<file path="config.mk">
export PLATFORM = sky130hd
export DESIGN_NAME = linked_list_engine
export DESIGN_NICKNAME = d
export VERILOG_FILES = /design/src/design/lle_pkg.sv /design/src/design/linked_list_engine.sv /design/src/design/lle_ctrl.sv /design/src/design/lle_datapath.sv
export SDC_FILE = /design/constraint.sdc
export NUM_CORES = 2
export LEC_CHECK = 0
export BUFFER_PORTS_ARGS = -buffer_cell sky130_fd_sc_hd__buf_2
export CAP_MARGIN = 20
export CORE_MARGIN = 3
export CORE_UTILIZATION = 50
export DETAILED_ROUTE_END_ITERATION = 12
export PLACE_DENSITY = 0.66
export SLEW_MARGIN = 25
export SYNTH_ARGS = -nofsm -noshare
export SYNTH_HDL_FRONTEND = slang
export SYNTH_SLANG_ARGS = --single-unit
</file>
<file path="constraint.sdc">
create_clock -name aclk -period 5.4 [get_ports aclk]
set_clock_uncertainty 0.05 [all_clocks]
set_input_delay 0 -clock aclk [delete_from_list [all_inputs] [get_ports aclk]]
set_output_delay 0 -clock aclk [all_outputs]
set_load 0.05 [all_outputs]
</file>
<file path="src/design/lle_pkg.sv">
// Shared constants, codes and controller/datapath interface types for the linked list engine.
package lle_pkg;

    localparam int DEPTH  = 32;
    localparam int IDX_W  = $clog2(DEPTH);
    localparam int CNT_W  = $clog2(DEPTH + 1);
    localparam int DATA_W = 32;
    localparam int POS_W  = 6;
    localparam int CMD_W  = 3;
    localparam int ST_W   = 2;

    // Command codes
    localparam logic [CMD_W-1:0] CMD_INS_HEAD = 3'd0;
    localparam logic [CMD_W-1:0] CMD_INS_TAIL = 3'd1;
    localparam logic [CMD_W-1:0] CMD_INS_POS  = 3'd2;
    localparam logic [CMD_W-1:0] CMD_DEL_HEAD = 3'd3;
    localparam logic [CMD_W-1:0] CMD_DEL_TAIL = 3'd4;
    localparam logic [CMD_W-1:0] CMD_DEL_POS  = 3'd5;

    // Status codes
    localparam logic [ST_W-1:0] ST_OK     = 2'd0;
    localparam logic [ST_W-1:0] ST_EMPTY  = 2'd1;
    localparam logic [ST_W-1:0] ST_BADPOS = 2'd2;
    localparam logic [ST_W-1:0] ST_FULL   = 2'd3;

    // Controller to datapath strobes
    typedef struct packed {
        logic load;
        logic pre_ins;
        logic pre_del;
        logic walk;
        logic ins_alloc;
        logic ins_link;
        logic ins_splice;
        logic del_head;
        logic del_pred;
        logic del_unlink;
        logic del_free;
        logic emit;
    } lle_cmd_t;

    // Datapath to controller flags
    typedef struct packed {
        logic err;
        logic is_ins;
        logic pos_zero;
        logic pos_one;
        logic at_end;
        logic steps_one;
        logic out_free;
    } lle_stat_t;

endpackage

</file>
<file path="src/design/linked_list_engine.sv">
// Linked list engine: one result beat per command beat over a 32-node pool.
// Steps: an error goes straight to the result; a head insert allocates a node; a head delete
// unlinks and frees the head; an end insert allocates, links and splices; other operations at
// position p walk p - 1 links, one link read per cycle. One command at a time; next beat taken once result registered.
// Reset (aresetn low, synchronous): list empty, free chain in pool order, no result pending.
// Node values need no clearing; link entries read as the free chain until written.
module linked_list_engine import lle_pkg::*; (
    input  logic        aclk,
    input  logic        aresetn,
    input  logic        s_tvalid,
    output logic        s_tready,
    input  logic [39:0] s_tdata,   // position[5:0], value[37:6], zero[39:38]
    input  logic [7:0]  s_tuser,   // command[2:0], zero[7:3]
    output logic        m_tvalid,
    input  logic        m_tready,
    output logic [39:0] m_tdata,   // removed_value[31:0], length[37:32], zero[39:38]
    output logic [7:0]  m_tuser    // status[1:0], zero[7:2]
);

    lle_cmd_t          cmd;
    lle_stat_t         stat;
    logic [ST_W-1:0]   out_status;
    logic [DATA_W-1:0] out_removed;
    logic [CNT_W-1:0]  out_length;

    lle_ctrl u_ctrl (
        .aclk     (aclk),
        .aresetn  (aresetn),
        .s_tvalid (s_tvalid),
        .s_tready (s_tready),
        .stat     (stat),
        .cmd      (cmd)
    );

    lle_datapath u_datapath (
        .aclk        (aclk),
        .aresetn     (aresetn),
        .cmd         (cmd),
        .stat        (stat),
        .in_command  (s_tuser[CMD_W-1:0]),
        .in_position (s_tdata[POS_W-1:0]),
        .in_value    (s_tdata[POS_W+DATA_W-1:POS_W]),
        .m_tvalid    (m_tvalid),
        .m_tready    (m_tready),
        .out_status  (out_status),
        .out_removed (out_removed),
        .out_length  (out_length)
    );

    // Pack result beat
    assign m_tdata = {2'b00, out_length, out_removed};
    assign m_tuser = {6'b000000, out_status};

`ifndef NO_ASSERTIONS
    // A command beat is never followed by another in the next cycle
    a_busy_after_accept: assert property (@(posedge aclk) disable iff (!aresetn)
        (s_tvalid && s_tready) |=> !s_tready)
        else $error("input taken while command in progress");

    // Length never exceeds the pool size
    a_length_bound: assert property (@(posedge aclk) disable iff (!aresetn)
        m_tvalid |-> (m_tdata[37:32] <= 6'(DEPTH)))
        else $error("length beyond pool size");

    // Failed commands remove nothing
    a_removed_zero: assert property (@(posedge aclk) disable iff (!aresetn)
        (m_tvalid && (m_tuser[1:0] != ST_OK)) |-> (m_tdata[31:0] == '0))
        else $error("removed value on failed command");

    // Empty status only on an empty list
    a_empty_len: assert property (@(posedge aclk) disable iff (!aresetn)
        (m_tvalid && (m_tuser[1:0] == ST_EMPTY)) |-> (m_tdata[37:32] == '0))
        else $error("empty status with nonzero length");
`endif

endmodule

</file>
<file path="src/design/lle_ctrl.sv">
// Sequencing state machine for list commands.
module lle_ctrl import lle_pkg::*; (
    input  logic      aclk,
    input  logic      aresetn,
    input  logic      s_tvalid,
    output logic      s_tready,
    input  lle_stat_t stat,
    output lle_cmd_t  cmd
);

    localparam logic [3:0] S_IDLE       = 4'd0;
    localparam logic [3:0] S_PRE        = 4'd1;
    localparam logic [3:0] S_WALK       = 4'd2;
    localparam logic [3:0] S_INS_ALLOC  = 4'd3;
    localparam logic [3:0] S_INS_LINK   = 4'd4;
    localparam logic [3:0] S_INS_SPLICE = 4'd5;
    localparam logic [3:0] S_DEL_HEAD   = 4'd6;
    localparam logic [3:0] S_DEL_PRED   = 4'd7;
    localparam logic [3:0] S_DEL_UNLINK = 4'd8;
    localparam logic [3:0] S_DEL_FREE   = 4'd9;
    localparam logic [3:0] S_DONE       = 4'd10;

    logic [3:0] state_reg;
    logic [3:0] state_next;

    // State register
    always_ff @(posedge aclk) begin
        if (!aresetn) begin
            state_reg <= S_IDLE;
        end else begin
            state_reg <= state_next;
        end
    end

    assign s_tready = (state_reg == S_IDLE);

    // Next state and datapath strobes
    always_comb begin
        state_next = state_reg;
        cmd        = '0;
        unique case (state_reg)
            S_IDLE: begin
                if (s_tvalid) begin
                    cmd.load   = 1'b1;
                    state_next = S_PRE;
                end
            end
            S_PRE: begin
                if (stat.err) begin
                    state_next = S_DONE;
                end else if (stat.is_ins) begin
                    cmd.pre_ins = 1'b1;
                    state_next  = S_INS_ALLOC;
                end else begin
                    cmd.pre_del = 1'b1;
                    if (stat.pos_zero) begin
                        state_next = S_DEL_HEAD;
                    end else if (stat.pos_one) begin
                        state_next = S_DEL_PRED;
                    end else begin
                        state_next = S_WALK;
                    end
                end
            end
            S_WALK: begin
                cmd.walk = 1'b1;
                if (stat.steps_one) begin
                    state_next = stat.is_ins ? S_INS_LINK : S_DEL_PRED;
                end
            end
            S_INS_ALLOC: begin
                cmd.ins_alloc = 1'b1;
                if (stat.pos_zero) begin
                    state_next = S_DONE;
                end else if (stat.at_end || stat.pos_one) begin
                    state_next = S_INS_LINK;
                end else begin
                    state_next = S_WALK;
                end
            end
            S_INS_LINK: begin
                cmd.ins_link = 1'b1;
                state_next   = S_INS_SPLICE;
            end
            S_INS_SPLICE: begin
                cmd.ins_splice = 1'b1;
                state_next     = S_DONE;
            end
            S_DEL_HEAD: begin
                cmd.del_head = 1'b1;
                state_next   = S_DEL_FREE;
            end
            S_DEL_PRED: begin
                cmd.del_pred = 1'b1;
                state_next   = S_DEL_UNLINK;
            end
            S_DEL_UNLINK: begin
                cmd.del_unlink = 1'b1;
                state_next     = S_DEL_FREE;
            end
            S_DEL_FREE: begin
                cmd.del_free = 1'b1;
                state_next   = S_DONE;
            end
            S_DONE: begin
                if (stat.out_free) begin
                    cmd.emit   = 1'b1;
                    state_next = S_IDLE;
                end
            end
            default: begin
                state_next = S_IDLE;
            end
        endcase
    end

endmodule

</file>
<file path="src/design/lle_datapath.sv">
// Node pool memories, list pointers, command decode and result register.
module lle_datapath import lle_pkg::*; (
    input  logic              aclk,
    input  logic              aresetn,
    input  lle_cmd_t          cmd,
    output lle_stat_t         stat,
    input  logic [CMD_W-1:0]  in_command,
    input  logic [POS_W-1:0]  in_position,
    input  logic [DATA_W-1:0] in_value,
    output logic              m_tvalid,
    input  logic              m_tready,
    output logic [ST_W-1:0]   out_status,
    output logic [DATA_W-1:0] out_removed,
    output logic [CNT_W-1:0]  out_length
);

    // List pointers and counters
    logic [IDX_W-1:0]  head_reg, tail_reg, free_reg;
    logic [CNT_W-1:0]  count_reg;
    logic [IDX_W-1:0]  cur_reg, node_reg;
    logic [POS_W-1:0]  pos_reg, steps_reg;
    logic [DATA_W-1:0] val_reg, removed_reg;
    logic [ST_W-1:0]   st_reg;
    logic              is_ins_reg, at_end_reg;

    // Result register
    logic              m_tvalid_reg;
    logic [ST_W-1:0]   m_st_reg;
    logic [DATA_W-1:0] m_rem_reg;
    logic [CNT_W-1:0]  m_len_reg;

    // Link memory with per-entry written flags
    logic [IDX_W-1:0]  link_mem [DEPTH];
    logic [DEPTH-1:0]  link_vld_reg;
    logic [IDX_W-1:0]  link_q_reg, link_ra_reg;
    logic              link_vq_reg;
    logic              link_re, link_we;
    logic [IDX_W-1:0]  link_ra, link_wa, link_wd, link_rd;

    // Value memory
    logic [DATA_W-1:0] val_mem [DEPTH];
    logic [DATA_W-1:0] val_q_reg;
    logic              val_re;
    logic [IDX_W-1:0]  val_ra;

    // Command decode
    logic [POS_W-1:0]  cnt_pos, p_in;
    logic [ST_W-1:0]   st_in;
    logic              ins_in, at_end_in;

    assign cnt_pos = POS_W'(count_reg);

    // Normalize position and check it against the list length
    always_comb begin
        p_in      = in_position;
        st_in     = ST_OK;
        ins_in    = 1'b0;
        at_end_in = 1'b0;
        unique case (in_command) inside
            CMD_INS_HEAD, CMD_INS_TAIL, CMD_INS_POS: begin
                ins_in = 1'b1;
                if (in_command == CMD_INS_HEAD) begin
                    p_in = '0;
                end else if (in_command == CMD_INS_TAIL) begin
                    p_in = cnt_pos;
                end
                at_end_in = (p_in == cnt_pos);
                if (count_reg == CNT_W'(DEPTH)) begin
                    st_in = ST_FULL;
                end else if (p_in > cnt_pos) begin
                    st_in = ST_BADPOS;
                end
            end
            CMD_DEL_HEAD, CMD_DEL_TAIL, CMD_DEL_POS: begin
                if (in_command == CMD_DEL_HEAD) begin
                    p_in = '0;
                end else if (in_command == CMD_DEL_TAIL) begin
                    p_in = cnt_pos - POS_W'(1);
                end
                at_end_in = (p_in == cnt_pos - POS_W'(1));
                if (count_reg == '0) begin
                    st_in = ST_EMPTY;
                end else if (p_in >= cnt_pos) begin
                    st_in = ST_BADPOS;
                end
            end
            default: begin
                st_in = ST_BADPOS;
            end
        endcase
    end

    // Link read data: unwritten entries hold the initial free chain
    assign link_rd = link_vq_reg ? link_q_reg
                   : ((link_ra_reg == IDX_W'(DEPTH - 1)) ? '0 : link_ra_reg + IDX_W'(1));

    // Link memory port selection
    always_comb begin
        link_re = 1'b0;
        link_ra = head_reg;
        link_we = 1'b0;
        link_wa = node_reg;
        link_wd = free_reg;
        if (cmd.pre_ins) begin
            link_re = 1'b1;
            link_ra = free_reg;
        end
        if (cmd.pre_del) begin
            link_re = 1'b1;
            link_ra = head_reg;
        end
        if (cmd.walk || cmd.del_pred) begin
            link_re = 1'b1;
            link_ra = link_rd;
        end
        if (cmd.ins_alloc) begin
            if (stat.pos_zero) begin
                link_we = 1'b1;
                link_wa = free_reg;
                link_wd = head_reg;
            end else begin
                link_re = 1'b1;
                link_ra = at_end_reg ? tail_reg : head_reg;
            end
        end
        if (cmd.ins_link) begin
            link_we = 1'b1;
            link_wa = node_reg;
            link_wd = link_rd;
        end
        if (cmd.ins_splice) begin
            link_we = 1'b1;
            link_wa = cur_reg;
            link_wd = node_reg;
        end
        if (cmd.del_unlink) begin
            link_we = 1'b1;
            link_wa = cur_reg;
            link_wd = link_rd;
        end
        if (cmd.del_free) begin
            link_we = 1'b1;
            link_wa = node_reg;
            link_wd = free_reg;
        end
    end

    assign val_re = cmd.pre_del || cmd.del_pred;
    assign val_ra = cmd.del_pred ? link_rd : head_reg;

    // Link memory access
    always_ff @(posedge aclk) begin
        if (link_we) begin
            link_mem[link_wa] <= link_wd;
        end
        if (link_re) begin
            link_q_reg  <= link_mem[link_ra];
            link_ra_reg <= link_ra;
        end
    end

    // Value memory access
    always_ff @(posedge aclk) begin
        if (cmd.ins_alloc) begin
            val_mem[free_reg] <= val_reg;
        end
        if (val_re) begin
            val_q_reg <= val_mem[val_ra];
        end
    end

    // Control state: pointers, count, written flags, result valid
    always_ff @(posedge aclk) begin
        if (!aresetn) begin
            head_reg     <= '0;
            tail_reg     <= '0;
            free_reg     <= '0;
            count_reg    <= '0;
            link_vld_reg <= '0;
            link_vq_reg  <= 1'b0;
            m_tvalid_reg <= 1'b0;
        end else begin
            if (link_we) begin
                link_vld_reg[link_wa] <= 1'b1;
            end
            if (link_re) begin
                link_vq_reg <= link_vld_reg[link_ra];
            end
            if (cmd.ins_alloc) begin
                free_reg <= link_rd;
                if (stat.pos_zero) begin
                    head_reg  <= free_reg;
                    count_reg <= count_reg + CNT_W'(1);
                    if (count_reg == '0) begin
                        tail_reg <= free_reg;
                    end
                end
            end
            if (cmd.ins_link && at_end_reg) begin
                tail_reg <= node_reg;
            end
            if (cmd.ins_splice) begin
                count_reg <= count_reg + CNT_W'(1);
            end
            if (cmd.del_head) begin
                head_reg <= link_rd;
                if (count_reg == CNT_W'(1)) begin
                    tail_reg <= link_rd;
                end
            end
            if (cmd.del_unlink && at_end_reg) begin
                tail_reg <= cur_reg;
            end
            if (cmd.del_free) begin
                free_reg  <= node_reg;
                count_reg <= count_reg - CNT_W'(1);
            end
            if (cmd.emit) begin
                m_tvalid_reg <= 1'b1;
            end else if (m_tready) begin
                m_tvalid_reg <= 1'b0;
            end
        end
    end

    // Payload registers
    always_ff @(posedge aclk) begin
        if (cmd.load) begin
            pos_reg     <= p_in;
            val_reg     <= in_value;
            st_reg      <= st_in;
            is_ins_reg  <= ins_in;
            at_end_reg  <= at_end_in;
            removed_reg <= '0;
        end
        if (cmd.pre_del) begin
            cur_reg   <= head_reg;
            steps_reg <= pos_reg - POS_W'(1);
        end
        if (cmd.walk) begin
            cur_reg   <= link_rd;
            steps_reg <= steps_reg - POS_W'(1);
        end
        if (cmd.ins_alloc) begin
            node_reg <= free_reg;
            cur_reg  <= at_end_reg ? tail_reg : head_reg;
            steps_reg <= pos_reg - POS_W'(1);
        end
        if (cmd.del_head) begin
            node_reg <= head_reg;
        end
        if (cmd.del_pred) begin
            node_reg <= link_rd;
        end
        if (cmd.del_free) begin
            removed_reg <= val_q_reg;
        end
        if (cmd.emit) begin
            m_st_reg  <= st_reg;
            m_rem_reg <= removed_reg;
            m_len_reg <= count_reg;
        end
    end

    // Flags to the controller
    assign stat.err       = (st_reg != ST_OK);
    assign stat.is_ins    = is_ins_reg;
    assign stat.pos_zero  = (pos_reg == '0);
    assign stat.pos_one   = (pos_reg == POS_W'(1));
    assign stat.at_end    = at_end_reg;
    assign stat.steps_one = (steps_reg == POS_W'(1));
    assign stat.out_free  = !m_tvalid_reg || m_tready;

    assign m_tvalid    = m_tvalid_reg;
    assign out_status  = m_st_reg;
    assign out_removed = m_rem_reg;
    assign out_length  = m_len_reg;

endmodule

</file>
==> flow_summary.toml <==
[logic_synthesis]
synth.distinct_cells = 74
seq_area_frac_synth_pct = 74.7
ys.flop_type = "edfxtp_1"
synth_seq_cells = 1415
synth_cells = 2909
synth.avg_cell_area_um2 = 19.3
syn_area_mm2 = 0.0561
yosysWarnings = 0
synthArstFlopShare_pct = 0
synth_edf_count = 1356

[die]
die_x_um = 341
die_area_mm2 = 0.116
start_util_pct = 50.6
num_rows = 122
die_h_um = 341
ios = 102
core_area_mm2 = 0.111

[route]
ant_nets = 0
dr.pass1.iters = 5
drc = 0
vias = 28765
drt_wl_total_um = 130000
viasPerCell = 6.03
wire_per_inst_um = 27.3
first_iter_violations = 3127

[min_path]
min_path_cells = 2
worstHoldStart = "s_tdata[7]"
min_path_type = "in -> reg"
hold_end = "u_datapath.val_reg[1]"

[timing]
max_slew.worst_pin.slew_ps = 1050
max_slew_margin_pct = 29.9
period_needed_ps = 4620
min_period_over_period_pct = 85.5
maxClockFrequency_ghz = 0.217
drv_slew = 0
rsz0062_at_grt = "no"
setup_ws_ps = 783
setup_tns_ps = 0
final_hold_viol_count = 0
setup_viol = 0

[critical_path]
arrival_ps = 5040
crit_family = "simple AND/OR/NAND/NOR gates"
timing_worst_setup_path_type = "reg -> reg"
r2r_end = "u_datapath.link_q_reg[4]"
path_buf_inv = 2
reg2reg_slack_ps = 780
slowest_delay_ps = 630
cp_cell_sequence = "ha_1 > and3_1 > ha_1 > nor3b_1 > a2111oi_0 > a311oi_2 > nor2_4 > inv_4 > buf_4 > mux2i_1 > o22ai_1 > nor4_1 > mux2i_1"
start_kind = "flip-flop"
path_max_fanout = 53
crit_required_ps = 5820
crit_slowest_cell = "inv_4"
worstSetupEndpointType = "flip-flop"
rr_startpoint = "u_datapath.link_ra_reg[0]"
r2r_cells = 13

[cts]
tritoncts = "built"
clk-insertion-delay-late_ps = 760
cts-buffers-inserted = 144
post_cts_resized = 0
h-tree-depth = 4
clkSinkCount = 1415
cts_buffer_depth = 3
path_clk_slew_ps = 70
root_buffer = "clkbuf_16"

[run]
drv_cap = 0

[final_layout]
final_common_cell = "edfxtp_1"
top_register = "u_datapath.val_mem"
drive_gt1_share_pct = 22.2
largestRegisters = "u_datapath.val_mem: 1024 flops, u_datapath.link_mem: 160 flops"
syn_to_final_growth_pct = 15.1
layout_common_cells = "edfxtp_1 (1356), mux2i_1 (300), mux4_2 (258)"
largest_reg_flops = 1024
layout.nets = 3237

[power_and_ir_drop]
p_per_area_mw_per_mm2 = 436
p_leak_nw = 21.1
vdd_drop_max_v = 0.000271

[global_route]
grt_start_max_net_pins = 97
grt_usage_pct = 22.6
antenna_found_initial = 3
grt_pass1_vias = 29418
grt_pass1_wl_um = 193000
overflow = 0

[place]
gp_congestion = 0.886
pre_cts_slack_ps = 795
dp_hpwl_um = 73400
port_buffers = 86

[run_status]
outcome = "finished clean"
-- logic make-up after synthesis --
logic type,Yosys count,synth area share [%]
multiplexers,594,16.4
flip-flops,1415,74.7
AO/OA/AOI/OAI,262,3.09
adder cells (fa/ha/maj),21,0.464
other,1,0.00668
buffers and inverters,182,1.52
XOR/XNOR,23,0.359
AND/OR/NAND/NOR,411,3.48
-- metal layers --
metal	GRT usage [%]	part of all wire [%]	up-vias
met5	0	0	-
met4	6.13	2.2	0
met3	3.43	6.6	204
met2	37.4	50	1100
met1	31.5	41	15120
li1	-	-	12341
-- area by class of cell --
| type | instances | area, um2 |
|---|---|---|
| flip-flops and latches | 1415 | 41900 |
| well taps | 1488 | 1860 |
| clock buffers | 189 | 3930 |
| repair buffers | 258 | 2350 |
| inverters | 27 | 104 |
| diodes | 2 | 5.00 |
| multi-input cells | 1319 | 13800 |
| clock inverters | 73 | 671 |
| fillers | 8022 | 46400 |
-- metrics by stage --
stage | cells | hold WS [ps] | utilization, % | power, mW | cell area, um2
2_1_floorplan | 2916 | 48.9 | - | 17.0 | 56100
4_1_cts | 4764 | 0.324 | 58.1 | 28.3 | 64500
3_3_place_gp | 4415 | 126 | 53.2 | 18.5 | 59000
6_report | 4771 | 50.3 | 58.2 | 28.2 | 64600
5_1_grt | 4769 | 46.4 | 58.2 | 29.2 | 64600
3_5_place_dp | 4415 | 128 | 53.2 | 18.6 | 59000
-- synthesized netlist by cell type, types with 26 or more instances --
cell / n / area [um2]
edfxtp_1: 1356 / 40700
mux2i_1: 301 / 3010
mux4_2: 258 / 5810
nor2_1: 156 / 586
nand2_1: 97 / 364
clkbuf_1: 66 / 248
dfxtp_1: 59 / 1180
buf_2: 55 / 275
a21oi_1: 51 / 255
o22ai_1: 49 / 307
and2_1: 40 / 250
o21ai_0: 38 / 190
mux2_2: 35 / 394
o21a_1: 33 / 248
nand3_1: 26 / 130
-- how the worst max path moves through the flow --
stage,start,to,slack [ps],cells past startpoint
global route,u_datapath.link_ra_reg[0],u_datapath.link_q_reg[4],450,13
CTS,u_datapath.link_ra_reg[0],u_datapath.link_q_reg[4],770,13
detailed placement,u_datapath.link_ra_reg[0],u_datapath.link_q_reg[4],790,13
finish,u_datapath.link_ra_reg[0],u_datapath.link_q_reg[4],780,13
global placement,u_datapath.link_ra_reg[0],u_datapath.link_q_reg[4],900,13
floorplan,u_ctrl.state_reg[2],u_datapath.out_length[0],1160,5
-- what timing repair did --
item	CTS	global route
hold endpoints to repair	81	0
hold buffers	87	0
buffers inserted	0	0
-- where the power goes --
part	internal, mW	switching (mW)	total (mW)
clock	5.54	4.08	9.62
combinational	1.45	2.74	4.20
sequential	13.6	0.793	14.3
(Power assumes the default switching activity.)
